[config.mk]
export PLATFORM = sky130hd
export DESIGN_NAME = jbec_queue
export DESIGN_NICKNAME = d
export VERILOG_FILES = /design/src/rtl/core/jbec_pkg.sv /design/src/rtl/core/jbec_queue.sv
export SDC_FILE = /design/constraint.sdc
export NUM_CORES = 1
export LEC_CHECK = 0
export BUFFER_PORTS_ARGS = -buffer_cell sky130_fd_sc_hd__buf_2
export CORE_MARGIN = 1
export CORE_UTILIZATION = 45
export CTS_CLUSTER_DIAMETER = 100
export DETAILED_ROUTE_END_ITERATION = 10
export PLACE_DENSITY = 0.67
export SLEW_MARGIN = 30
export SYNTH_ARGS = -nofsm -noshare
export SYNTH_HDL_FRONTEND = slang
export SYNTH_SLANG_ARGS = --single-unit
[constraint.sdc]
create_clock -name clk -period 2.1 [get_ports clk]
set_input_delay 0.525 -clock clk [delete_from_list [all_inputs] [get_ports clk]]
set_output_delay 0.525 -clock clk [all_outputs]
set_load 0.02 [all_outputs]
[src/rtl/core/jbec_pkg.sv]
`default_nettype none

package jbec_pkg;

	// block geometry and coefficient format
	localparam int BLOCK_COEFS = 64;
	localparam int COEF_BITS   = 12;
	localparam int COMPONENTS  = 3;
	localparam int POS_W       = $clog2(BLOCK_COEFS);
	localparam int RUN_W       = POS_W;
	localparam int VAL_W       = COEF_BITS + 1;
	localparam int SIZE_W      = $clog2(VAL_W + 1);
	localparam int ZRL_W       = RUN_W - 4;

	// code table layout: {length, code}
	localparam int CODE_W  = 16;
	localparam int LEN_W   = 5;
	localparam int ENTRY_W = LEN_W + CODE_W;
	localparam int SYM_W   = 8;
	localparam int DC_SYMS = 16;
	localparam int DC_AW   = 5;
	localparam int AC_AW   = 9;
	localparam int DC_DEPTH = 32;
	localparam int AC_DEPTH = 512;

	// result fields
	localparam int EBITS_W = 12;
	localparam int ELEN_W  = 4;

	localparam int QUEUE_DEPTH = 4;

	localparam logic [SYM_W-1:0] SYM_ZRL  = 8'hF0;
	localparam logic [LEN_W-1:0] LEN_MAX  = 5'd16;
	localparam int               SIZE_SAT = 15;

	// bits of the table select field
	localparam int TSEL_AC_BIT    = 0;
	localparam int TSEL_CLASS_BIT = 1;

	typedef enum logic [1:0] {
		CMD_COEF    = 2'd0,
		CMD_LOAD    = 2'd1,
		CMD_RESTART = 2'd2
	} cmd_t;

	typedef enum logic [1:0] {
		JOB_DC      = 2'd0,
		JOB_AC      = 2'd1,
		JOB_LOAD_DC = 2'd2,
		JOB_LOAD_AC = 2'd3
	} job_kind_t;

	typedef struct packed {
		logic [1:0]              command;
		logic [1:0]              component;
		logic signed [COEF_BITS-1:0] coefficient;
		logic [1:0]              table_select;
		logic [SYM_W-1:0]        symbol;
		logic [LEN_W-1:0]        load_length;
		logic [CODE_W-1:0]       load_code;
	} item_t;

	typedef struct packed {
		logic [CODE_W-1:0]  huff_code;
		logic [LEN_W-1:0]   huff_length;
		logic [EBITS_W-1:0] extra_bits;
		logic [ELEN_W-1:0]  extra_length;
		logic               block_end;
		logic               last;
	} word_t;

	// one unit of work for the back end
	typedef struct packed {
		job_kind_t          kind;
		logic               cls;
		logic [SYM_W-1:0]   symbol;
		logic [ZRL_W-1:0]   zrl_cnt;
		logic [EBITS_W-1:0] extra_bits;
		logic [ELEN_W-1:0]  extra_length;
		logic               block_end;
		logic [ENTRY_W-1:0] entry;
	} job_t;

	typedef struct packed {
		logic full;
		logic nonempty;
	} q_stat_t;

endpackage

`default_nettype wire

[src/rtl/core/jbec_queue.sv]
`default_nettype none

module jbec_queue #(
	parameter int DEPTH = jbec_pkg::QUEUE_DEPTH
) (
	input  wire logic            clk,
	input  wire logic            arst_n,
	input  wire logic            push,
	input  wire jbec_pkg::job_t  push_job,
	input  wire logic            pop,
	output jbec_pkg::job_t       head,
	output jbec_pkg::q_stat_t    stat
);

	localparam int PTR_W = (DEPTH > 1) ? $clog2(DEPTH) : 1;
	localparam int CNT_W = $clog2(DEPTH + 1);

	jbec_pkg::job_t   entries_q [DEPTH];
	logic [PTR_W-1:0] wr_ptr_q, rd_ptr_q;
	logic [CNT_W-1:0] count_q;

	// status and head entry
	always_comb begin
		stat.full     = (count_q == CNT_W'(DEPTH));
		stat.nonempty = (count_q != '0);
		head          = entries_q[rd_ptr_q];
	end

	// pointers and fill count
	always_ff @(posedge clk or negedge arst_n) begin
		if (!arst_n) begin
			wr_ptr_q <= '0;
			rd_ptr_q <= '0;
			count_q  <= '0;
		end else begin
			if (push) begin
				wr_ptr_q <= (wr_ptr_q == PTR_W'(DEPTH - 1)) ? '0 : wr_ptr_q + 1'b1;
			end
			if (pop) begin
				rd_ptr_q <= (rd_ptr_q == PTR_W'(DEPTH - 1)) ? '0 : rd_ptr_q + 1'b1;
			end
			if (push && !pop) begin
				count_q <= count_q + 1'b1;
			end else if (pop && !push) begin
				count_q <= count_q - 1'b1;
			end
		end
	end

	// entry storage
	always_ff @(posedge clk) begin
		if (push) begin
			entries_q[wr_ptr_q] <= push_job;
		end
	end

endmodule

`default_nettype wire

Word-level counts from Yosys, hierarchy flattened
Memories as Yosys holds them, arrays and structs flattened.
Cells that the tools add are included.

cells by class
  add/subtract/negate cells = 4
  multipliers = 0
  div/mod/pow operators = 0
  order comparisons = 0
  equality and inequality tests = 3
  shifts and indexed selects = 0
  multiplexer cells = 6
  bitwise logic cells = 0
  reduce and logical (&&, ||, !) cells = 6

operators with widths
  kind                                               number
  2-to-1 mux 3 bit                                   2
  adder 2 x 1 -> 2 bit (second input constant)       2
  == test 2 bit (second input constant)              2
  2-to-1 mux 2 bit                                   2
  adder 3 x 1 -> 3 bit (second input constant)       1
  == test 3 bit (second input constant)              1
  nonzero test 3 bit                                 1
  subtractor 3 x 1 -> 3 bit (second input constant)  1
  logical AND 1 bit                                  2
  zero test 1 bit                                    2
  2-to-1 mux 1 bit                                   2
  nonzero test 2 bit                                 1

word-level totals
  flip-flop bits (word level) = 7
  bits in latches = 0
  bits in writable memories = 204
  bits in read-only memories = 0
  bits of input ports = 55
  output and inout port bits = 53
  word-level logic and storage cells = 23
  memories kept = 1

memory list
  name       words  width  rd ports  clocked after Yosys merged registers in  wr ports  RTL line          RTL
  entries_q  4      51     1         0                                        1         jbec_queue.sv:18  jbec_pkg::job_t entries_q [DEPTH];

Depth between registers and ports, before layout
Gate-level depths: netlist (run 1).

  depth in word-level cells = 4
  mapped depth = 7
  gate-level depth less buffers = 7

Worst setup path after synthesis (run 1)
Ideal clock, no wire load.

  kind = register -> register
  start = reg wr_ptr_q[0]
  end = mem entries_q[0][0] (netlist bit), enable pin
  library setup time = 0.414 ns
  arrival = 1.838 ns
  required time = 1.686 ns
  path slack = -0.152 ns
  stages on the path, launching flop included = 4
  path buffers = 0
  period minus slack after synthesis = 2.252 ns
  cells stage by stage = dfrtp_1 > inv_1 > ha_1 > and2_1

RTL lines
  item                    RTL line          RTL
  from (decl)             jbec_queue.sv:19  logic [PTR_W-1:0] wr_ptr_q, rd_ptr_q;
  from (signal assigned)  jbec_queue.sv:37  wr_ptr_q <= (wr_ptr_q == PTR_W'(DEPTH - 1)) ? '0 : wr_ptr_q + 1'b1;
  to (decl)               jbec_queue.sv:18

No word-level cell before the write port.

==> impl_metrics.tcl, run 1 <==
set metrics [dict create \
    final_cells 682 \
    seq_area_frac_synth 0.804 \
    vias 3564 \
    num_rows 47 \
    power_density_nw_per_um2 1460 \
    layout_setup_ws_ps -360 \
    slew_headroom 0.748 \
    status "finished, violations left" \
    wire_per_inst_um 20.2 \
    nets 508 \
    io_pins 108 \
    setup_viol 51 \
    ir_drop_uv 804 \
    pre_cts_ws_ps 91.9 \
    synth_compound_area_frac 0.00128 \
    start_util 0.466 \
    syn_area_um2 7840 \
    layout-drive-gt1-share 0.474 \
    wl_met3_um 876 \
    highest_layer "met5" \
    arrival_ps 1940 \
    ant_nets 0 \
    mostFrequentLayoutCells "edfxtp_1, buf_2, mux4_2" \
    synth_xor_xnor_area_share 0.00335 \
    startpoint_type "flop" \
    synth_cell_type_count 20 \
    vias_per_cell 5.23 \
    clkTransAtPathRegs_ps 60 \
    grt_max_degree 29 \
    hold_slack_ps 251 \
    synth.avg_cell_area_um2 25.8 \
    dp_cells 635 \
    hold_viol_final 0 \
    dieArea_um2 18000 \
    final_common_cell "edfxtp_1" \
    cp_top_family "multiplexers" \
    muxShareOfSynthArea 0.152 \
    fin_crit_ps 2460 \
    endpoint_kind "primary output" \
    dp_hpwl_um 8570 \
    tns_ps -15780 \
    grt_pass1_vias 3928 \
    clock_latency_ps 490 \
    synth-seq-cells 211 \
    cts_max_level 1 \
    place_area_um2 8780 \
    drv_slew 0 \
    synth_top_family_by_area "multiplexers" \
    gp_congestion 0.657 \
    track_usage 0.160 \
    fmax_mhz 406 \
    hp-class "in -> reg" \
    syn_inst 304 \
    design_area_um2 9690 \
    grt_pass1_wl_um 21500 \
    synth_fa_ha_area_frac 0.0121 \
    numCtsBuffers 22 \
    wirelength_um 13800 \
    rsz0062_at_grt "true" \
    critPathBufInv 2 \
    cts_buffer_depth 3 \
    wl_met1_um 5830 \
    insertedDiodeCount 0 \
    worst_pin_slew_ps 377 \
    cts_tree "done" \
    core_region_area_um2 16800 \
    cp_slowest_stage_delay_ps 550 \
    overflow 0 \
    synth-warning-count 0 \
    drc 0 \
    slowest_stage "mux4_2" \
    cts_root_buf "clkbuf_16" \
    antenna_found_initial 2 \
    drt-initial-drc-count 179 \
    io_buffers 107 \
    wl_met2_um 6830 \
    die_y_um 134 \
    path_cells "buf_12 -> mux4_2 -> buf_2" \
    crit_type "reg -> out" \
    synthSimpleGateAreaFrac 0.00734 \
    area_delta_synth_final_pct 23.7 \
    drt_pass1_iterations 4 \
    final.setup_skew_ps 5.29 \
    leakage_nw 3.38 \
    cp_max_fo 16 \
    cap_violations 0 \
    synth_nets 366 \
    clkSinkCount 211 \
    die_w_um 134 \
    violations "setup timing" \
    finalCritPeriodShare 1.17 \
    required_ps 1570 \
]
## worst register-to-register path, delay by kind of cell, from the launching register on
| kind | cells | cell delay, ps |
|---|---|---|
| buffers and inverters | 4 | 550 |
| DFF | 1 | 550 |
| muxes | 1 | 260 |
| adders and majority gates | 1 | 280 |
## repair_timing
| item | 4_1_cts | 5_1_grt |
|---|---|---|
| setup buffers | 3 | 1 |
| hold buffers | 1 | 0 |
| endpoints found under the hold margin | 7 | 0 |
| endpoints found under the setup margin | 51 | 51 |
| cloned | 2 | 0 |
| resized for setup | 15 | 19 |
## cell families (layout without fill, tap and decap cells)
group | Yosys count | in the layout
flip-flops | 211 | 211
AND/OR/NAND/NOR | 11 | 11
adder cells (fa/ha/maj) | 7 | 7
buffers and inverters | 16 | 174
AO/OA/AOI/OAI | 2 | 2
XOR/XNOR | 3 | 3
multiplexers | 54 | 54
## report_power, final
group | internal [mW] | leakage [nW] | switching [mW] | total, mW
Sequential | 5.41 | 1.95 | 0.263 | 5.67
Clock | 2.35 | 0.353 | 1.47 | 3.82
Combinational | 2.25 | 1.08 | 2.42 | 4.67
Total | 10.0 | 3.38 | 4.15 | 14.2
## worst paths after layout
| path | from | to | slack, ps | depth (start not counted) |
|---|---|---|---|---|
| min in group asynchronous | arst_n | wr_ptr_q[1]$_DFFE_PN0P_ | 400 | 2 |
| max in group asynchronous | arst_n | rd_ptr_q[0]$_DFFE_PN0P_ | 1510 | 2 |
| worst max register to register | rd_ptr_q[0]$_DFFE_PN0P_ | rd_ptr_q[1]$_DFFE_PN0P_ | 350 | 6 |
| worst min register to register | count_q[2]$_DFFE_PN0P_ | count_q[2]$_DFFE_PN0P_ | 510 | 1 |
| worst max-delay path | rd_ptr_q[0]$_DFFE_PN0P_ | head[40] | -360 | 3 |
| worst min-delay path | push_job[24] | entries_q[3][24]$_DFFE_PP_ | 250 | 1 |
## cell type report
cell class	instances	area, um^2
flip-flops and latches	211	6310
multi-input cells	77	1380
clock buffers	32	639
inverters	4	15.0
repair buffers	130	988
fillers	1275	7130
clock inverters	8	88.8
well taps	220	275
## per-stage QoR
step | util | power (mW)
after floorplan | - | 8.67
after global placement | 0.522 | 10.0
after detailed placement | 0.522 | 10.1
after CTS | 0.573 | 14.3
after global routing | 0.576 | 14.8
final | 0.576 | 14.2
## state kept, by name, summed over array words and instances (netlist names)
register and flops:
entries_q 204, count_q 3, rd_ptr_q 2, wr_ptr_q 2
## routing by layer
metal / vias up / track usage
met3: 29 / 0.0412
met2: 94 / 0.265
met4: 4 / 0.0448
met1: 1851 / 0.211
li1: 1586 / -
met5: - / 0
## Yosys cell counts
cell,count,area share
edfxtp_1,204,0.78
mux4_2,48,0.14
dfrtp_1,7,0.022
ha_1,6,0.0096
buf_12,5,0.013
buf_2,5,0.0032
and2_1,4,0.0032
inv_1,4,0.0019
mux2_2,3,0.0043
mux4_1,3,0.010
nor2_1,3,0.0014
nand2_1,2,0.00096
o21ai_0,2,0.0013
xor2_1,2,0.0022
buf_6,1,0.0014
clkbuf_1,1,0.00048
fa_1,1,0.0026
nor3b_1,1,0.00096
or3_1,1,0.00080
xnor2_1,1,0.0011
(Power assumes the default switching activity.)
==> run 2: changes to the inputs <==
--- a/config.mk
+++ b/config.mk
@@ -7,10 +7,10 @@
 export LEC_CHECK = 0
 export BUFFER_PORTS_ARGS = -buffer_cell sky130_fd_sc_hd__buf_2
 export CORE_MARGIN = 1
-export CORE_UTILIZATION = 45
+export CORE_UTILIZATION = 50
 export CTS_CLUSTER_DIAMETER = 100
 export DETAILED_ROUTE_END_ITERATION = 10
-export PLACE_DENSITY = 0.67
+export PLACE_DENSITY = 0.71
 export SLEW_MARGIN = 30
 export SYNTH_ARGS = -nofsm -noshare
 export SYNTH_HDL_FRONTEND = slang
==> constraint.sdc (replaced) <==
create_clock -name clk -period 2.3 [get_ports clk]
set_input_delay 0.575 -clock clk [delete_from_list [all_inputs] [get_ports clk]]
set_output_delay 0.575 -clock clk [all_outputs]
set_load 0.02 [all_outputs]
==> run 2 against run 1 <==
Effect of this change: sequential power is 9.7% lower; clock skew is 3.9 ps higher; flip-flop and latch count stayed put; largest cell class unchanged; sequential share of layout area is 1.3 points lower; global-route usage is 1.6 points higher; critical path type unchanged; worst hold slack better by 54 ps; highest routed layer is now met4; utilization is 7.2 points higher; design area is 2.1% higher; clock-buffer cell count is 9 lower; register-to-register slack better by 370 ps; the flow still finishes with violations (setup timing); combinational power is 5.8% higher.
==> impl_metrics.tcl, run 2 (synthesis results as in run 1) <==
set metrics [dict create \
    numCtsBuffers 21 \
    hold_viol_final 0 \
    regMostFlops "entries_q" \
    clock_latency_ps 480 \
    largest_register_ff_count 204 \
    path_cells "buf_12 -> buf_12 -> mux4_2 -> buf_6" \
    status "finished, violations left" \
    nets 506 \
    layout-drive-gt1-share 0.476 \
    fin_crit_ps 2470 \
    tns_ps -7340 \
    crit_type "reg -> out" \
    layout_setup_ws_ps -170 \
    power_density_nw_per_um2 1370 \
    drv_slew 0 \
    antenna_found_initial 0 \
    reg2reg_slack_ps 720 \
    final_common_cell "edfxtp_1" \
    cp_slowest_stage_delay_ps 530 \
    violations "setup timing" \
    drt-initial-drc-count 223 \
    final_cells 669 \
    final.setup_skew_ps 9.19 \
    cts_root_buf "clkbuf_16" \
    clkSinkCount 211 \
    endpoint_kind "primary output" \
    setup_viol 51 \
    pre_cts_ws_ps 200 \
    cts_tree "done" \
    io_pins 108 \
    grt_pass1_wl_um 21100 \
    dp_cells 624 \
    clkTransAtPathRegs_ps 60 \
    arrival_ps 1900 \
    grt_pass1_vias 3791 \
    slew_headroom 0.699 \
    cap_violations 0 \
    start_util 0.514 \
    dieArea_um2 16200 \
    cts_buffer_depth 3 \
    hp-class "in -> reg" \
    critPathBufInv 3 \
    overflow 0 \
    area_delta_synth_final_pct 26.2 \
    mostFrequentLayoutCells "edfxtp_1, buf_2, mux4_2, buf_6, clkbuf_16" \
    startpoint_type "flop" \
    slowest_stage "mux4_2" \
    cp_max_fo 8 \
    required_ps 1730 \
    cpMostUsedCell "buf_12" \
    cts_max_level 1 \
    reg_top3 "entries_q (204), count_q (3)" \
    num_rows 45 \
    vias_per_cell 5.27 \
    grt_max_degree 43 \
    drc 0 \
    wirelength_um 13500 \
    insertedDiodeCount 0 \
    dp_hpwl_um 8180 \
    finish.utilization 0.648 \
    cp_top_family "multiplexers" \
    drt_pass1_iterations 4 \
    ir_drop_uv 947 \
    io_buffers 107 \
    rsz0062_at_grt "true" \
    gp_congestion 0.765 \
    wire_per_inst_um 20.2 \
    ant_nets 0 \
    track_usage 0.176 \
    leakage_nw 3.45 \
    core_region_area_um2 15300 \
    fmax_mhz 405 \
    die_y_um 127 \
    worst_pin_slew_ps 451 \
    die_w_um 127 \
    vias 3524 \
    finalCritPeriodShare 1.07 \
]
==> run 2: cell count changes in the layout (fill, tap and decap cells not counted), sizes merged <==
| cell | previous run | this run |
|---|---|---|
| inv | 4 | 5 |
| buf | 129 | 128 |
| bufinv | 2 | 4 |
| clkinv | 5 | 8 |
| clkbuf | 32 | 23 |
==> run 2: worst paths after layout <==
kind	startpoint	end	cells after the start
setup / recovery	rd_ptr_q[0]$_DFFE_PN0P_	head[39]	4
setup reg to reg	wr_ptr_q[0]$_DFFE_PN0P_	entries_q[2][37]$_DFFE_PP_	4
min in group asynchronous	arst_n	count_q[2]$_DFFE_PN0P_	2
hold reg to reg	count_q[2]$_DFFE_PN0P_	count_q[2]$_DFFE_PN0P_	1
max in group asynchronous	arst_n	rd_ptr_q[0]$_DFFE_PN0P_	2
hold / removal	push_job[48]	entries_q[0][48]$_DFFE_PP_	1
==> run 2: final cells by class <==
class | count | area, um^2
fill | 1013 | 5370
clock buffer | 23 | 533
multi-input combinational | 77 | 1380
clock inverter | 14 | 170
tap | 211 | 264
sequential | 211 | 6310
inverter | 4 | 15.0
timing repair buffer | 129 | 1230
==> run 2: per-stage QoR <==
step           total power [mW]  instance area [um^2]  hold slack (ps)
2_1_floorplan              7.93                  7840              279
5_1_grt                    14.1                  9890              289
4_1_cts                    13.7                  9890              288
6_report                   13.5                  9890              305
3_3_place_gp               8.99                  8710              418
3_5_place_dp               9.07                  8710              421
==> run 2: per-layer routing <==
| layer | track usage | wire length, um | share of wire |
|---|---|---|---|
| met1 | 0.226 | 5410 | 0.40 |
| met2 | 0.308 | 7130 | 0.53 |
| met3 | 0.0381 | 685 | 0.051 |
| met4 | 0.0490 | 318 | 0.023 |
| met5 | 0 | 0 | 0 |
==> run 2: report_power, final <==
group	total [mW]	switching, mW	internal [mW]
Combinational	4.94	2.35	2.59
Sequential	5.12	0.183	4.94
Clock	3.46	1.34	2.12
Total	13.5	3.88	9.65
==> run 2: what timing repair did <==
item                                   CTS  global route
endpoints found under the hold margin    7             0
setup endpoints to repair               51            51
buffers inserted                         4             0
hold buffers                             1             0
gates resized for setup                113             1
gates cloned                             3             0
