`src/rtl/core/jbec_pkg.sv`:
```
`default_nettype none

package jbec_pkg;

	// block geometry and coefficient format
	localparam int BLOCK_COEFS = 64;
	localparam int COEF_BITS   = 12;
	localparam int COMPONENTS  = 3;
	localparam int POS_W       = $clog2(BLOCK_COEFS);
	localparam int RUN_W       = POS_W;
	localparam int VAL_W       = COEF_BITS + 1;
	localparam int SIZE_W      = $clog2(VAL_W + 1);
	localparam int ZRL_W       = RUN_W - 4;

	// code table layout: {length, code}
	localparam int CODE_W  = 16;
	localparam int LEN_W   = 5;
	localparam int ENTRY_W = LEN_W + CODE_W;
	localparam int SYM_W   = 8;
	localparam int DC_SYMS = 16;
	localparam int DC_AW   = 5;
	localparam int AC_AW   = 9;
	localparam int DC_DEPTH = 32;
	localparam int AC_DEPTH = 512;

	// result fields
	localparam int EBITS_W = 12;
	localparam int ELEN_W  = 4;

	localparam int QUEUE_DEPTH = 4;

	localparam logic [SYM_W-1:0] SYM_ZRL  = 8'hF0;
	localparam logic [LEN_W-1:0] LEN_MAX  = 5'd16;
	localparam int               SIZE_SAT = 15;

	// bits of the table select field
	localparam int TSEL_AC_BIT    = 0;
	localparam int TSEL_CLASS_BIT = 1;

	typedef enum logic [1:0] {
		CMD_COEF    = 2'd0,
		CMD_LOAD    = 2'd1,
		CMD_RESTART = 2'd2
	} cmd_t;

	typedef enum logic [1:0] {
		JOB_DC      = 2'd0,
		JOB_AC      = 2'd1,
		JOB_LOAD_DC = 2'd2,
		JOB_LOAD_AC = 2'd3
	} job_kind_t;

	typedef struct packed {
		logic [1:0]              command;
		logic [1:0]              component;
		logic signed [COEF_BITS-1:0] coefficient;
		logic [1:0]              table_select;
		logic [SYM_W-1:0]        symbol;
		logic [LEN_W-1:0]        load_length;
		logic [CODE_W-1:0]       load_code;
	} item_t;

	typedef struct packed {
		logic [CODE_W-1:0]  huff_code;
		logic [LEN_W-1:0]   huff_length;
		logic [EBITS_W-1:0] extra_bits;
		logic [ELEN_W-1:0]  extra_length;
		logic               block_end;
		logic               last;
	} word_t;

	// one unit of work for the back end
	typedef struct packed {
		job_kind_t          kind;
		logic               cls;
		logic [SYM_W-1:0]   symbol;
		logic [ZRL_W-1:0]   zrl_cnt;
		logic [EBITS_W-1:0] extra_bits;
		logic [ELEN_W-1:0]  extra_length;
		logic               block_end;
		logic [ENTRY_W-1:0] entry;
	} job_t;

	typedef struct packed {
		logic full;
		logic nonempty;
	} q_stat_t;

endpackage

`default_nettype wire

```
`src/rtl/core/jbec_front.sv`:
```
`default_nettype none

module jbec_front #(
	parameter int COMPONENTS = jbec_pkg::COMPONENTS
) (
	input  wire logic             clk,
	input  wire logic             arst_n,
	input  wire logic             item_valid,
	output logic                  item_stall,
	input  wire jbec_pkg::item_t  item,
	output logic                  push,
	output jbec_pkg::job_t        push_job,
	input  wire jbec_pkg::q_stat_t q_stat
);

	localparam int CIDX_W = (COMPONENTS > 1) ? $clog2(COMPONENTS) : 1;

	logic [jbec_pkg::POS_W-1:0]     position_q;
	logic [jbec_pkg::RUN_W-1:0]     zero_run_q;
	logic [jbec_pkg::COEF_BITS-1:0] pred_q [COMPONENTS];

	logic accept, in_range, is_coef, load_ok, first, final_pos, v_zero, emit;
	logic [CIDX_W-1:0] cidx;
	logic signed [jbec_pkg::VAL_W-1:0] v_ext, p_ext, value_d;

	logic                           s1_valid_q;
	jbec_pkg::job_kind_t            kind_s1;
	logic                           cls_s1;
	logic signed [jbec_pkg::VAL_W-1:0] value_s1;
	logic [3:0]                     run_s1;
	logic [jbec_pkg::ZRL_W-1:0]     zrl_s1;
	logic                           bend_s1;
	logic [jbec_pkg::SYM_W-1:0]     sym_s1;
	logic [jbec_pkg::LEN_W-1:0]     len_s1;
	logic [jbec_pkg::CODE_W-1:0]    code_s1;

	logic [jbec_pkg::VAL_W-1:0]  mag, amp;
	logic                        neg;
	logic [jbec_pkg::SIZE_W-1:0] size;
	logic [3:0]                  snib;
	logic [jbec_pkg::LEN_W-1:0]  len_sat;
	logic [jbec_pkg::CODE_W-1:0] code_m;

	// classify the incoming item
	always_comb begin
		accept    = item_valid && !item_stall;
		cidx      = item.component[CIDX_W-1:0];
		in_range  = int'(item.component) < COMPONENTS;
		is_coef   = (item.command == jbec_pkg::CMD_COEF) && in_range;
		first     = (position_q == '0);
		final_pos = (position_q == jbec_pkg::POS_W'(jbec_pkg::BLOCK_COEFS - 1));
		v_zero    = (item.coefficient == '0);
		v_ext     = {item.coefficient[jbec_pkg::COEF_BITS-1], item.coefficient};
		p_ext     = {pred_q[cidx][jbec_pkg::COEF_BITS-1], pred_q[cidx]};
		value_d   = first ? (v_ext - p_ext) : v_ext;
		load_ok   = (item.command == jbec_pkg::CMD_LOAD) &&
			(item.table_select[jbec_pkg::TSEL_AC_BIT] ||
			 (item.symbol < jbec_pkg::SYM_W'(jbec_pkg::DC_SYMS)));
		emit      = is_coef && (first || !v_zero || final_pos);
	end

	// block position, zero run and dc predictors
	always_ff @(posedge clk or negedge arst_n) begin
		if (!arst_n) begin
			position_q <= '0;
			zero_run_q <= '0;
			for (int i = 0; i < COMPONENTS; i++) begin
				pred_q[i] <= '0;
			end
		end else if (accept) begin
			if (item.command == jbec_pkg::CMD_RESTART) begin
				position_q <= '0;
				zero_run_q <= '0;
				for (int i = 0; i < COMPONENTS; i++) begin
					pred_q[i] <= '0;
				end
			end else if (is_coef) begin
				if (first) begin
					pred_q[cidx] <= item.coefficient;
					zero_run_q   <= '0;
					position_q   <= jbec_pkg::POS_W'(1);
				end else if (final_pos) begin
					position_q <= '0;
					zero_run_q <= '0;
				end else begin
					position_q <= position_q + 1'b1;
					zero_run_q <= v_zero ? (zero_run_q + 1'b1) : '0;
				end
			end
		end
	end

	// stage 1 valid
	always_ff @(posedge clk or negedge arst_n) begin
		if (!arst_n) begin
			s1_valid_q <= 1'b0;
		end else if (accept && (emit || load_ok)) begin
			s1_valid_q <= 1'b1;
		end else if (push) begin
			s1_valid_q <= 1'b0;
		end
	end

	// stage 1 payload
	always_ff @(posedge clk) begin
		if (accept && (emit || load_ok)) begin
			if (load_ok) begin
				kind_s1 <= item.table_select[jbec_pkg::TSEL_AC_BIT] ?
					jbec_pkg::JOB_LOAD_AC : jbec_pkg::JOB_LOAD_DC;
				cls_s1  <= item.table_select[jbec_pkg::TSEL_CLASS_BIT];
			end else begin
				kind_s1 <= first ? jbec_pkg::JOB_DC : jbec_pkg::JOB_AC;
				cls_s1  <= (item.component != '0);
			end
			value_s1 <= value_d;
			run_s1   <= (first || v_zero) ? 4'd0 : zero_run_q[3:0];
			zrl_s1   <= (first || v_zero) ? '0 : zero_run_q[jbec_pkg::RUN_W-1:4];
			bend_s1  <= !first && final_pos;
			sym_s1   <= item.symbol;
			len_s1   <= item.load_length;
			code_s1  <= item.load_code;
		end
	end

	// amplitude size and bits, code entry for loads
	always_comb begin
		neg  = value_s1[jbec_pkg::VAL_W-1];
		mag  = neg ? jbec_pkg::VAL_W'(-value_s1) : jbec_pkg::VAL_W'(value_s1);
		size = '0;
		for (int i = 0; i < jbec_pkg::VAL_W; i++) begin
			if (mag[i]) begin
				size = jbec_pkg::SIZE_W'(i + 1);
			end
		end
		for (int i = 0; i < jbec_pkg::VAL_W; i++) begin
			amp[i] = (i < int'(size)) ? (mag[i] ^ neg) : 1'b0;
		end
		snib = (int'(size) > jbec_pkg::SIZE_SAT) ? 4'(jbec_pkg::SIZE_SAT) : 4'(size);

		len_sat = (len_s1 > jbec_pkg::LEN_MAX) ? jbec_pkg::LEN_MAX : len_s1;
		for (int i = 0; i < jbec_pkg::CODE_W; i++) begin
			code_m[i] = code_s1[i] && (i < int'(len_sat));
		end
	end

	// hand the job to the queue
	always_comb begin
		push       = s1_valid_q && !q_stat.full;
		item_stall = s1_valid_q && q_stat.full;

		push_job.kind         = kind_s1;
		push_job.cls          = cls_s1;
		push_job.symbol       = (kind_s1 == jbec_pkg::JOB_LOAD_DC ||
			kind_s1 == jbec_pkg::JOB_LOAD_AC) ? sym_s1 : {run_s1, snib};
		push_job.zrl_cnt      = zrl_s1;
		push_job.extra_bits   = amp[jbec_pkg::EBITS_W-1:0];
		push_job.extra_length = jbec_pkg::ELEN_W'(size);
		push_job.block_end    = bend_s1;
		push_job.entry        = {len_sat, code_m};
	end

endmodule

`default_nettype wire

```
`config.mk`:
```
export PLATFORM = sky130hd
export DESIGN_NAME = jbec_front
export DESIGN_NICKNAME = d
export VERILOG_FILES = /design/src/rtl/core/jbec_pkg.sv /design/src/rtl/core/jbec_front.sv
export SDC_FILE = /design/constraint.sdc
export NUM_CORES = 1
export LEC_CHECK = 0
export BUFFER_PORTS_ARGS = -buffer_cell sky130_fd_sc_hd__buf_2
export CORE_ASPECT_RATIO = 1.4
export CORE_MARGIN = 1
export CORE_UTILIZATION = 40
export DETAILED_ROUTE_END_ITERATION = 10
export PLACE_DENSITY_LB_ADDON = 0.08
export SETUP_SLACK_MARGIN = 0.02
export SLEW_MARGIN = 0
export SYNTH_ARGS = -nofsm -noshare
export SYNTH_HDL_FRONTEND = slang
export SYNTH_SLANG_ARGS = --single-unit
```
`constraint.sdc`:
```
create_clock -name clk -period 7.46 [get_ports clk]
set_clock_uncertainty 0.1 [all_clocks]
set_input_delay 0.746 -clock clk [delete_from_list [all_inputs] [get_ports clk]]
set_output_delay 0.746 -clock clk [all_outputs]
set_load 0.02 [all_outputs]
```
### Yosys cells after proc, flatten, opt, wreduce, memory -nomap -nowiden

Index checks and enable logic that the tools add are counted.

| storage, ports and cells | value |
|---|---|
| register bits after elaboration | 101 |
| input bits | 52 |
| output and inout bits | 53 |
| logic and storage cells | 167 |

| cells by class | value |
|---|---|
| add/sub/neg operators | 4 |
| magnitude comparators | 33 |
| equality and inequality tests | 5 |
| mux-type cells | 53 |
| bitwise operators | 13 |
| reductions and logical operators | 44 |

Operators with widths:

| cell | number |
|---|---|
| 2-to-1 mux 36 bit | 3 |
| 2-to-1 mux 6 bit | 9 |
| < comparator 4 x 5 -> 1 bit, first input constant | 8 |
| 2-to-1 mux 4 bit | 10 |
| bitwise mux 36 bit | 1 |
| 2-to-1 mux 12 bit | 3 |
| 2-to-1 mux 13 bit | 2 |
| logical AND 1 bit | 25 |
| binary-select mux 12 bit (select 2 bit) | 1 |
| demux 12 bit (select 2 bit) | 1 |
| < comparator 3 x 5 -> 1 bit, first input constant | 4 |
| 2-to-1 mux 1 bit | 18 |
| < comparator 3 x 4 -> 1 bit, first input constant | 4 |
| < comparator 4 bit, first input constant | 4 |
| negator 13 bit | 1 |
| subtractor 12 x 12 -> 13 bit | 1 |
| adder 6 x 1 -> 6 bit, second input constant | 2 |
| zero test 12 bit | 1 |
| bitwise XOR 1 bit | 12 |
| < comparator 1 x 5 -> 1 bit, first input constant | 2 |
| < comparator 2 x 5 -> 1 bit, first input constant | 2 |
| < comparator 1 x 4 -> 1 bit, first input constant | 2 |
| < comparator 2 x 4 -> 1 bit, first input constant | 2 |
| < comparator 8 x 5 -> 1 bit, second input constant | 1 |
| other kinds (18) | 33 |

### Logic depth before layout (Yosys ltp)

Gate-level depths: netlist (run 1).

| logic depth | value |
|---|---|
| depth in word-level cells | 17 |
| mapped depth | 14 |
| mapped depth without buffers | 12 |

### Worst setup path before layout (run 1)

Ideal clock, no wire load.

| timing | value |
|---|---|
| kind | in2reg |
| start | input port item[27] (netlist bit) |
| end | register bend_s1, enable pin |
| setup time | 0.535 ns |
| arrival | 4.952 ns |
| required time | 6.825 ns |
| path slack | 1.873 ns |
| cell stages on the path | 3 |
| buffers on the path | 0 |
| cells stage by stage | nor4_1 > o21ai_0 > o21ai_0 |

| on the way | value |
|---|---|
| cells in the longest elaborated chain, start to end | 5 |

RTL lines:

| element | RTL line | RTL |
|---|---|---|
| start, declared | jbec_front.sv:10 | `input wire jbec_pkg::item_t item,` |
| < comparator 8 x 5 -> 1 bit | jbec_front.sv:58 | `(item.symbol < jbec_pkg::SYM_W'(jbec_pkg::DC_SYMS)));` |
| logical OR 1 bit | jbec_front.sv:57 | `(item.table_select[jbec_pkg::TSEL_AC_BIT] \|\|` |
| logical AND 1 bit | jbec_front.sv:56 | `load_ok = (item.command == jbec_pkg::CMD_LOAD) &&` |
| logical OR 1 bit | jbec_front.sv:106 | `if (accept && (emit \|\| load_ok)) begin` |
| logical AND 1 bit | jbec_front.sv:106 |  |
| end signal, assigned | jbec_front.sv:118 | `bend_s1 <= !first && final_pos;` |
| end, declared | jbec_front.sv:32 | `logic bend_s1;` |

No other way between the ends.
A chain may end at the register's enable or synchronous reset.

==> summary.txt, run 1 <==
Route
  – DRT antenna net count: 0
  – Routed Wire Length: 13900 µm
  – Drt first pass iters: 4
  – Met2 WL: 6890 µm
  – M1 WL: 6090 µm
  – Vias/cell: 5.42
  – Via count: 4730
  – Met3 Wirelength: 587 µm
  – WL/cell: 15.9 µm
  – Highest routed metal layer: met4
  – Initial drt markers: 191
  – Drt drc: 0

Die
  – Die boundary height: 146 µm
  – Initial core utilization: 0.411
  – # rows: 52
  – Ports: 105
  – Die area: 15300 µm²
  – Core Box Area: 14400 µm²
  – Die width: 105 µm

Status
  – Status: complete, no violations

Synth
  – Synth unique cells: 60
  – Post-synth EDFFs: 52
  – Synth Register Bits: 101
  – Net Count, Synth: 672
  – Syn Area/Cell: 9.84 µm²
  – Ys async rst share: 0.485
  – Top FF cell, synth: edfxtp_1
  – Yosys Warn Count: 0
  – Post-Syn Area: 5930 µm²
  – Synthesized instance count: 603
  – Post-synthesis sequential area ratio: 0.470

Place
  – GP Congestion: 0.840
  – Post-detail-place hpwl: 10200 µm
  – Port Buffers: 103
  – Placed cell count: 857

Cells and area
  – Footprint of the multi-input gates: 2890 µm²
  – Final cell count without fillers: 873
  – Post-layout util: 0.475
  – Reg area: 2790 µm²
  – Fillcell total: 1406
  – Area grow syn2layout: 15.8%
  – Antenna fix cells: 0
  – # nets final: 748
  – Layout cell share with drive strength beyond 1: 0.212

Pwr
  – Pwr per Cell Area: 247 nW/µm²
  – Max VDD drop: 0.000163 V
  – Leak: 0.00296 µW

Timing
  – Achievable frequency: 224 MHz
  – Hold Slack: 0.402 ns
  – Final number of setup-violating endpoints: 0
  – Fin. max-slew vios: 0
  – Tmin final: 4.47 ns
  – Period Utilization, post-route: 0.600
  – Hold Fails Final Rpt: 0
  – Setup TNS: 0 ns
  – Slew margin rel.: 0.256
  – RSZ-0062 raised after global routing: no
  – Worst Max-Slew Pin Slew: 1.12 ns

Global route
  – Vias in the first global route: 4654
  – Gr ovfl total: 0
  – Largest net degree at the start of global routing: 50
  – Antenna violations before repair: 0
  – Overall routing resource usage: 0.188
  – First-pass GRT wire length: 23200 µm

Flow run
  – Max capacitance violation total: 0

Setup path
  – Setup crit end kind: primary output
  – CP Class: reg -> out
  – Required @ worst endpoint: 6.61 ns
  – CP Max Fanout: 29
  – CP Launch Type: register
  – Worst reg2reg path startpoint: pred_q[14]
  – Critical Path AT: 3.63 ns
  – Source of the critical timing path: value_s1[12]

Clock tree
  – CTS max path bufs: 2
  – H-tree depth: 3
  – Root Driver: clkbuf_16
  – CTS tree: done
  – Clock Sinks: 101
  – Reg clk slew, reported paths: 0.07 ns
  – Hold bufs inserted after CTS: 0
  – CTS resizes: 0
  – Total CTS buffers: 9
  – Post-CTS Setup Bufs: 0
  – Clock Latency Late Sink: 0.34 ns

Hold path
  – Min-Delay Path Class: reg -> reg
  – Worst Hold Launch: pred_q[4]
[final timing paths]
check                                      to  slack [ns]  depth (start not counted)
worst max-delay path             push_job[32]        2.99                          8
worst min-delay path                pred_q[4]        0.40                          1
worst max register to register   value_s1[10]        4.24                         11
worst min register to register      pred_q[4]        0.40                          1
max in group asynchronous       zero_run_q[3]        6.05                          1
min in group asynchronous          pred_q[22]        0.50                          1
[placed cells by master (no fill, tap or decap), drive strengths merged, types with 3 or more instances in the layout]
cell type    n
a211oi       5
a21boi       6
a21oi       32
a22o        37
a31oi        5
and2         6
and3        15
buf        107
clkbuf       9
clkinv       4
dfrtp       49
edfxtp      52
ha          16
inv         24
mux2         8
mux2i       15
nand2       50
nand2b       6
nand3       12
nand4        6
nor2        50
nor2b       19
nor3        16
nor3b        4
nor4         6
o21a         9
o21ai       42
o31a         3
o31ai        4
or2          4
or3          6
or3b         3
or4          3
xnor2        9
xor2        15
[worst max-delay path, cell delays in order (launching register included)]
cell and delay, ns:
edfxtp_1 0.95, inv_1 0.41, or3_1 0.46, a311oi_1 0.25
o32ai_1 0.18, and4_1 0.20, or3b_4 0.41, a211oi_2 0.22
buf_2 0.19
[power breakdown]
| part | switching, µW | leakage (µW) | internal [µW] |
|---|---|---|---|
| registers | 59.8 | 0.00115 | 673 |
| clock network | 213 | 0.000159 | 297 |
| logic | 266 | 0.00165 | 190 |
| total | 539 | 0.00296 | 1160 |
[state kept, by name, summed over array words and instances, names as in the netlist]
signal	count
zero_run_q	6
code_s1	16
s1_valid_q	1
sym_s1	8
cls_s1	1
len_s1	5
value_s1	13
kind_s1	2
bend_s1	1
position_q	6
pred_q	36
zrl_s1	2
run_s1	4
[through the flow]
step | instance area (µm²) | power [µW] | worst slack (ns)
after floorplan | 5930 | 1070 | 1.87
after global placement | 6550 | 1190 | 3.41
after detailed placement | 6550 | 1200 | 3.37
after CTS | 6870 | 1720 | 2.98
after global routing | 6870 | 1800 | 2.71
final | 6870 | 1700 | 2.99
[cells in the mapped netlist (all sizes together) (2+ instances only)]
master	number	area share
a211oi	5	0.0080
a32oi	2	0.0030
inv	22	0.014
a21oi	32	0.027
or4	3	0.0051
a21boi	6	0.0076
nor2	50	0.032
and2	6	0.0063
buf	5	0.0072
nor3	16	0.013
nand3	12	0.010
ha	16	0.034
or3b	3	0.0049
edfxtp	52	0.26
nor2b	19	0.020
o32ai	2	0.0030
mux2i	15	0.025
or3	6	0.0063
nor3b	4	0.0051
a32o	2	0.0034
o21a	9	0.011
o31a	3	0.0044
o31ai	4	0.0051
o21ai	42	0.035
nand2b	6	0.0063
dfrtp	49	0.21
or2	4	0.0042
a311oi	2	0.0030
o211ai	2	0.0025
xor2	15	0.022
nor4b	2	0.0030
mux2	8	0.015
nor4	6	0.0089
and3	15	0.016
a221oi	2	0.0030
nand2	50	0.032
xnor2	9	0.013
a22o	37	0.055
a31oi	5	0.0053
nand4	6	0.0063
clkbuf	37	0.023
[layout make-up]
type | instances | share of cell area
well taps | 189 | 0.0344
multi-input cells | 437 | 0.420
repair buffers | 107 | 0.0794
flip-flops and latches | 101 | 0.406
clock inverters | 7 | 0.0142
clock buffers | 9 | 0.0328
inverters | 23 | 0.0128
[layer usage]
metal  GRT usage  up-vias
met5           0        -
met4      0.0782        0
met3      0.0317       21
met2       0.325      133
met1       0.232     2226
li1            -     2350
[cell families after synthesis]
group                      after synthesis  synth area share
and+or+nand+nor                        210             0.182
DFF                                    101             0.470
buffers and inverters                   65            0.0453
xor gates and xnor gates                24            0.0354
muxes                                   23            0.0405
adders and majority gates               17            0.0371
AOI/OAI and AO/OA                      163             0.190
(Power assumes the default switching activity.)
==> inputs of run 2 (changes only) <==
--- a/config.mk
+++ b/config.mk
@@ -5,6 +5,7 @@
 export SDC_FILE = /design/constraint.sdc
 export NUM_CORES = 1
 export LEC_CHECK = 0
+export ABC_AREA = 1
 export BUFFER_PORTS_ARGS = -buffer_cell sky130_fd_sc_hd__buf_2
 export CORE_ASPECT_RATIO = 1.4
 export CORE_MARGIN = 1
==> constraint.sdc (replaced) <==
create_clock -name clk -period 4.2 [get_ports clk]
set_clock_uncertainty 0.1 [all_clocks]
set_input_delay 0.42 -clock clk [delete_from_list [all_inputs] [get_ports clk]]
set_output_delay 0.42 -clock clk [all_outputs]
set_load 0.02 [all_outputs]
==> summary.txt, run 2 <==
Setup path
  – CP Launch Type: register
  – Cell family contributing the most delay on the critical path: simple AND/OR/NAND/NOR gates
  – Setup crit end kind: primary output
  – CP Max Fanout: 6 (-79%)
  – Most frequent cell on the critical path: nand2_1
  – Required @ worst endpoint: 3.68 ns (-2.93 ns)
  – Worst R2R End: pred_q[14]
  – FF-to-FF setup slack: 1.12 ns (-3.12 ns)
  – Worst path cell trace: inv_1 > ha_1 > inv_2 > nor2_4 > nand2_1 > inv_1 > nand3_1 > nand3_1 > nand2_1 > nor2_4 > nand2_1 > nand2_1 > nand2_2 > inv_2 > nand2_2 > a22oi_2 > buf_2
  – Max stage delay on crit path: 0.45 ns (-0.50 ns)
  – WP buf/inv: 5 (+3)
  – Worst reg2reg path startpoint: position_q[0]
  – Critical Path AT: 2.79 ns (-0.84 ns)
  – CP Class: reg -> out
  – Levels on crit path: 17 (+9)
  – R2r worst-path depth: 9 (-2)
  – Crit path max-delay cell type: edfxtp_1

Timing
  – Achievable frequency: 302 MHz
  – Fin. max-slew vios: 0 (unchanged)
  – RSZ-0062 raised after global routing: no
  – Period Utilization, post-route: 0.789
  – Tmin final: 3.31 ns
  – Slew margin rel.: 0.268 (+0.0117)
  – Setup TNS: 0 ns (unchanged)
  – Hold Fails Final Rpt: 0 (unchanged)
  – Worst Max-Slew Pin Slew: 1.10 ns (-0.0176 ns)
  – Final number of setup-violating endpoints: 0 (unchanged)

Synth
  – Synth area leaders: edfxtp_1 27%, dfrtp_1 21%, nand2_1 7.9%, inv_1 7.4%, o22ai_1 5.3%
  – Syn Area/Cell: 8.47 µm² (-14%)
  – Post-synth EDFFs: 52 (unchanged)
  – Yosys Warn Count: 0 (unchanged)
  – Post-synth top area cell: edfxtp_1
  – Synth unique cells: 43 (-28%)
  – Top post-synthesis cells by count: 122 x nand2_1, 113 x inv_1, 52 x edfxtp_1, 49 x dfrtp_1, 49 x o22ai_1
  – Synthesized instance count: 681 (+13%)
  – Ys async rst share: 0.485 (unchanged)
  – Most common cell in the synthesized netlist: nand2_1
  – Top-area cell type share of the netlist area: 0.271 (+0.00759)
  – Synth Register Bits: 101 (unchanged)
  – Net Count, Synth: 750 (+12%)
  – Top FF cell, synth: edfxtp_1
  – Post-synthesis sequential area ratio: 0.483 (+0.0136)
  – Post-Syn Area: 5770 µm² (-2.8%)

Cells and area
  – Most frequent cells in the layout: 122 x nand2_1, 113 x inv_1, 103 x buf_2, 52 x edfxtp_1
  – Largest regs: pred_q: 36 flops, code_s1: 16 flops, value_s1: 13 flops
  – Antenna fix cells: 0 (unchanged)
  – Fillcell total: 1359 (-3.3%)
  – Reg with most FFs: pred_q
  – Most common cell after layout, fill and taps aside: nand2_1
  – # nets final: 848 (+13%)
  – Largest register FFs: 36 (unchanged)
  – Area grow syn2layout: 17.5%
  – Layout cell share with drive strength beyond 1: 0.207 (-0.00536)

Pwr
  – Comb pwr share: 0.370 (+0.101)
  – Pint: 2220 µW (+91%)
  – Sw Share: 0.374 (+0.0566)
  – Leak: 0.00312 µW (+5.5%)
  – Clock share of power: 0.238 (-0.062)
  – Switching power: 1320 µW (+150%)
  – Final Power: 3540 µW (+110%)
  – Seq pwr share: 0.392 (-0.039)
  – Pwr per Cell Area: 522 nW/µm² (+110%)
  – Max VDD drop: 0.000289 V (+77%)

Die
  – Ports: 105 (unchanged)
  – Core Box Area: 14000 µm² (-3.2%)
  – # rows: 51 (-1.9%)
  – Die area: 14900 µm² (-2.8%)
  – Initial core utilization: 0.413 (+0.00188)
  – Die boundary height: 144 µm (-1.4%)
  – Die width: 103 µm (-1.4%)

Route
  – Drt first pass iters: 5 (+1)
  – Met2 WL: 7070 µm (+2.5%)
  – WL/cell: 14.4 µm (-9.5%)
  – Met3 Wirelength: 687 µm (+17%)
  – Initial drt markers: 188 (-1.6%)
  – Vias/cell: 5.09 (-6.0%)
  – Routed Wire Length: 13900 µm (+0.41%)
  – M1 WL: 5820 µm (-4.4%)
  – DRT antenna net count: 0 (unchanged)
  – Highest routed metal layer: met4
  – Drt drc: 0 (unchanged)
  – Via count: 4935 (+4.3%)

Global route
  – Antenna violations before repair: 0 (unchanged)
  – Largest net degree at the start of global routing: 50 (unchanged)
  – First-pass GRT wire length: 22800 µm (-1.8%)
  – Gr ovfl total: 0 (unchanged)
  – Overall routing resource usage: 0.199 (+0.0103)
  – Vias in the first global route: 4878 (+4.8%)

Clock tree
  – Hold bufs inserted after CTS: 0 (unchanged)
  – Root Driver: clkbuf_16
  – CTS tree: done
  – Clock Sinks: 101 (unchanged)
  – H-tree depth: 3 (unchanged)
  – CTS max path bufs: 2 (unchanged)
  – CTS resizes: 0 (unchanged)
  – Reg clk slew, reported paths: 0.07 ns (about the same)
  – Post-CTS Setup Bufs: 0 (unchanged)
  – Total CTS buffers: 9 (unchanged)
  – Clock Latency Late Sink: 0.35 ns (about the same)

Hold path
  – Hold Path End: code_s1[15]
  – Hold depth: 1 (unchanged)
  – Min-Delay Path Class: in -> reg
  – Worst Hold Launch: item[15]

Place
  – Port Buffers: 103 (unchanged)
  – GP Congestion: 0.885 (+5.4%)
  – Post-detail-place hpwl: 10900 µm (+6.5%)

Status
  – Status: complete, no violations

Flow run
  – Max capacitance violation total: 0 (unchanged)
[run 2: cell families after synthesis]
logic type,count (synthesis),synth area share
compound gates,150,0.153
xor+xnor,13,0.0210
fa+ha+maj,17,0.0382
buf+inv,144,0.0968
flops,101,0.483
simple gates,256,0.207
[run 2: power groups by stage]
stage	clock (µW)	combinational, µW	sequential, µW
CTS	868	1320	1380
detailed placement	0	1310	1410
global route	905	1500	1410
global placement	0	1290	1400
finish	844	1310	1390
floorplan	0	983	1390
[run 2: layout make-up]
type	count	area [µm²]	share of cell area
well taps	185	231	0.0342
flip-flops and latches	101	2790	0.411
multi-input cells	436	2430	0.359
inverters	123	462	0.0681
clock inverters	6	70.1	0.0103
clock buffers	10	229	0.0338
repair buffers	108	566	0.0834
[run 2: metal layers]
metal,vias to the layer above,track usage
met5,-,0
met4,0,0.0823
met3,26,0.0343
met2,131,0.359
met1,2284,0.227
li1,2494,-
[run 2: metrics by stage]
stage	setup slack, ns	cell area (µm²)	instances	utilization	hold WS, ns
finish	0.886	6780	969	0.485	0.144
CTS	0.859	6780	969	0.485	0.132
global route	0.616	6780	969	0.485	0.128
floorplan	0.189	5770	681	-	0.0244
global placement	0.705	6480	953	0.464	0.373
detailed placement	0.704	6480	953	0.464	0.380
[run 2: worst max-delay path by stage]
stage | end | from | slack, ns
after floorplan | bend_s1 | position_q[1] | 0.19
after global placement | value_s1[12] | item[44] | 0.71
after CTS | push_job[36] | value_s1[0] | 0.86
final | push_job[28] | value_s1[0] | 0.89
after global routing | push_job[36] | value_s1[0] | 0.62
after detailed placement | value_s1[12] | item[44] | 0.70
==> inputs of run 3 (changes only) <==
==> constraint.sdc (replaced) <==
create_clock -name clk -period 2.76 [get_ports clk]
set_clock_uncertainty 0.1 [all_clocks]
set_input_delay 0.276 -clock clk [delete_from_list [all_inputs] [get_ports clk]]
set_output_delay 0.276 -clock clk [all_outputs]
set_load 0.02 [all_outputs]
==> summary.txt, run 3 (synthesis results as in run 2) <==
Timing
  – Final WS setup: -0.0143 ns (-0.900 ns)
  – Fin. max-slew vios: 0 (unchanged)
  – Slew margin rel.: 0.480 (+0.212)
  – Tmin final: 2.77 ns
  – RSZ-0062 raised after global routing: yes
  – Period Utilization, post-route: 1.01
  – Final number of setup-violating endpoints: 1 (+1)
  – Hold Fails Final Rpt: 0 (unchanged)
  – Worst Max-Slew Pin Slew: 0.780 ns (-0.318 ns)
  – Setup TNS: -0.0143 ns (-0.0143 ns)
  – Achievable frequency: 360 MHz

Global route
  – First-pass GRT wire length: 24300 µm (+6.7%)
  – Largest net degree at the start of global routing: 39 (-22%)
  – Overall routing resource usage: 0.214 (+0.0150)
  – Vias in the first global route: 5335 (+9.4%)
  – Gr ovfl total: 0 (unchanged)
  – Antenna violations before repair: 0 (unchanged)

Pwr
  – Max VDD drop: 0.000476 V (+65%)
  – Pwr per Cell Area: 752 nW/µm² (+44%)
  – Final Power: 5820 µW (+64%)
  – Leak: 0.00356 µW (+14%)

Die
  – # rows: 51 (unchanged)
  – Initial core utilization: 0.413 (unchanged)
  – Die width: 103 µm (unchanged)
  – Ports: 105 (unchanged)
  – Die area: 14900 µm² (unchanged)
  – Core Box Area: 14000 µm² (unchanged)
  – Die boundary height: 144 µm (unchanged)

Flow run
  – Max capacitance violation total: 0 (unchanged)

Clock tree
  – Reg clk slew, reported paths: 0.07 ns (about the same)
  – Root Driver: clkbuf_16
  – Clock Latency Late Sink: 0.35 ns (about the same)
  – Total CTS buffers: 9 (unchanged)
  – CTS tree: done
  – Clock Sinks: 101 (unchanged)
  – H-tree depth: 3 (unchanged)
  – CTS max path bufs: 2 (unchanged)

Cells and area
  – Most frequent cells in the layout: 109 x nand2_1, 106 x inv_1, 91 x buf_2, 63 x buf_4, 52 x edfxtp_1
  – Reg with most FFs: pred_q
  – Most common cell after layout, fill and taps aside: nand2_1
  – Area grow syn2layout: 34.0%
  – # nets final: 931 (+9.8%)
  – Post-layout util: 0.553 (+0.0680)
  – Largest regs: pred_q: 36 flops, code_s1: 16 flops, value_s1: 13 flops
  – Largest register FFs: 36 (unchanged)
  – Layout cell share with drive strength beyond 1: 0.303 (+0.0967)
  – Antenna fix cells: 0 (unchanged)

Route
  – Initial drt markers: 171 (-9.0%)
  – WL/cell: 14.6 µm (+1.8%)
  – Vias/cell: 5.12 (+0.49%)
  – Via count: 5384 (+9.1%)
  – Drt drc: 0 (unchanged)
  – Routed Wire Length: 15400 µm (+11%)
  – Met3 Wirelength: 671 µm (-2.3%)
  – Drt first pass iters: 4 (-1)
  – DRT antenna net count: 0 (unchanged)
  – Highest routed metal layer: met4
  – Met2 WL: 8070 µm (+14%)
  – M1 WL: 6240 µm (+7.2%)

Status
  – Status: finished with violations
  – Failing checks: negative setup slack

Setup path
  – CP Max Fanout: 5 (-1)
  – CP Class: reg -> out
  – FF-to-FF setup slack: 0.25 ns (-0.87 ns)
  – Setup crit end kind: primary output
  – Critical Path AT: 2.40 ns (-0.39 ns)
  – CP Launch Type: register
  – Required @ worst endpoint: 2.38 ns (-1.30 ns)
  – R2r worst-path depth: 11 (+2)

Place
  – GP Congestion: 0.926 (+4.6%)
  – Post-detail-place hpwl: 11400 µm (+4.7%)
  – Port Buffers: 103 (unchanged)
  – DP Worst Slack: -0.0455 ns (-0.749 ns)

Hold path
  – Hold depth: 1 (unchanged)
  – Min-Delay Path Class: in -> reg
==> run 3: changes by cell type in the layout (fill, tap and decap cells not counted), moves of 4 or more <==
cell / change
o21ai_0: -4
dlygate4sd3_1: +27
inv_1: -7
nand2_2: +10
buf_4: +59
nand3_2: +10
inv_2: +6
buf_6: +8
nand2_1: -13
nand3_1: -11
nor2_1: -4
buf_2: -12
==> run 3: area by class of cell <==
class / count / area [µm²]
clock buffers: 10 / 229
clock inverters: 6 / 68.8
fillers: 1256 / 6250
inverters: 123 / 464
multi-input cells: 436 / 2620
flip-flops and latches: 101 / 2790
well taps: 185 / 231
repair buffers: 191 / 1330
==> run 3: final timing paths <==
path | startpoint | to
min in group asynchronous | arst_n | pred_q[5]
setup reg to reg | pred_q[12] | value_s1[12]
hold / removal | item[28] | sym_s1[7]
hold reg to reg | position_q[4] | position_q[4]
max in group asynchronous | arst_n | pred_q[8]
setup / recovery | value_s1[1] | push_job[26]
==> run 3: timing repair <==
| action | CTS | global route |
|---|---|---|
| pin swaps | 8 | 14 |
| setup endpoints to repair | 18 | 20 |
| endpoints found under the hold margin | 58 | 0 |
| resized for setup | 38 | 39 |
| setup buffers | 15 | 7 |
| hold buffers | 27 | 0 |
==> run 3: through the flow <==
step / instance area, µm² / instances / hold slack (ns)
6_report: 7730 / 1052 / 0.0172
5_1_grt: 7730 / 1052 / 0.0153
4_1_cts: 7550 / 1045 / 0.00213
3_5_place_dp: 6730 / 987 / 0.304
3_3_place_gp: 6730 / 987 / 0.296
2_1_floorplan: 5780 / 681 / -0.120
==> run 3: worst max-delay path: stages (launching register included) <==
cell	delay [ns]
edfxtp_1	0.41
inv_2	0.10
ha_4	0.14
inv_2	0.04
nor2_4	0.11
nand2_2	0.09
inv_2	0.08
nand3_2	0.09
nand3_2	0.08
nand2_2	0.08
nor2_4	0.14
nand2_2	0.06
nand2_2	0.08
nand2_4	0.06
buf_12	0.13
nand4_1	0.09
nand2_1	0.06
inv_1	0.08
buf_6	0.12
==> run 3: power breakdown <==
| group | switching (µW) | internal [µW] |
|---|---|---|
| clock network | 572 | 710 |
| logic | 1450 | 983 |
| registers | 139 | 1960 |
| total | 2160 | 3660 |
==> run 3: per-layer routing <==
metal  global-route usage  vias to the layer above
li1                     -                     2660
met4                0.102                        0
met2                0.392                      144
met3               0.0367                       33
met1                0.233                     2547
met5                    0                        -
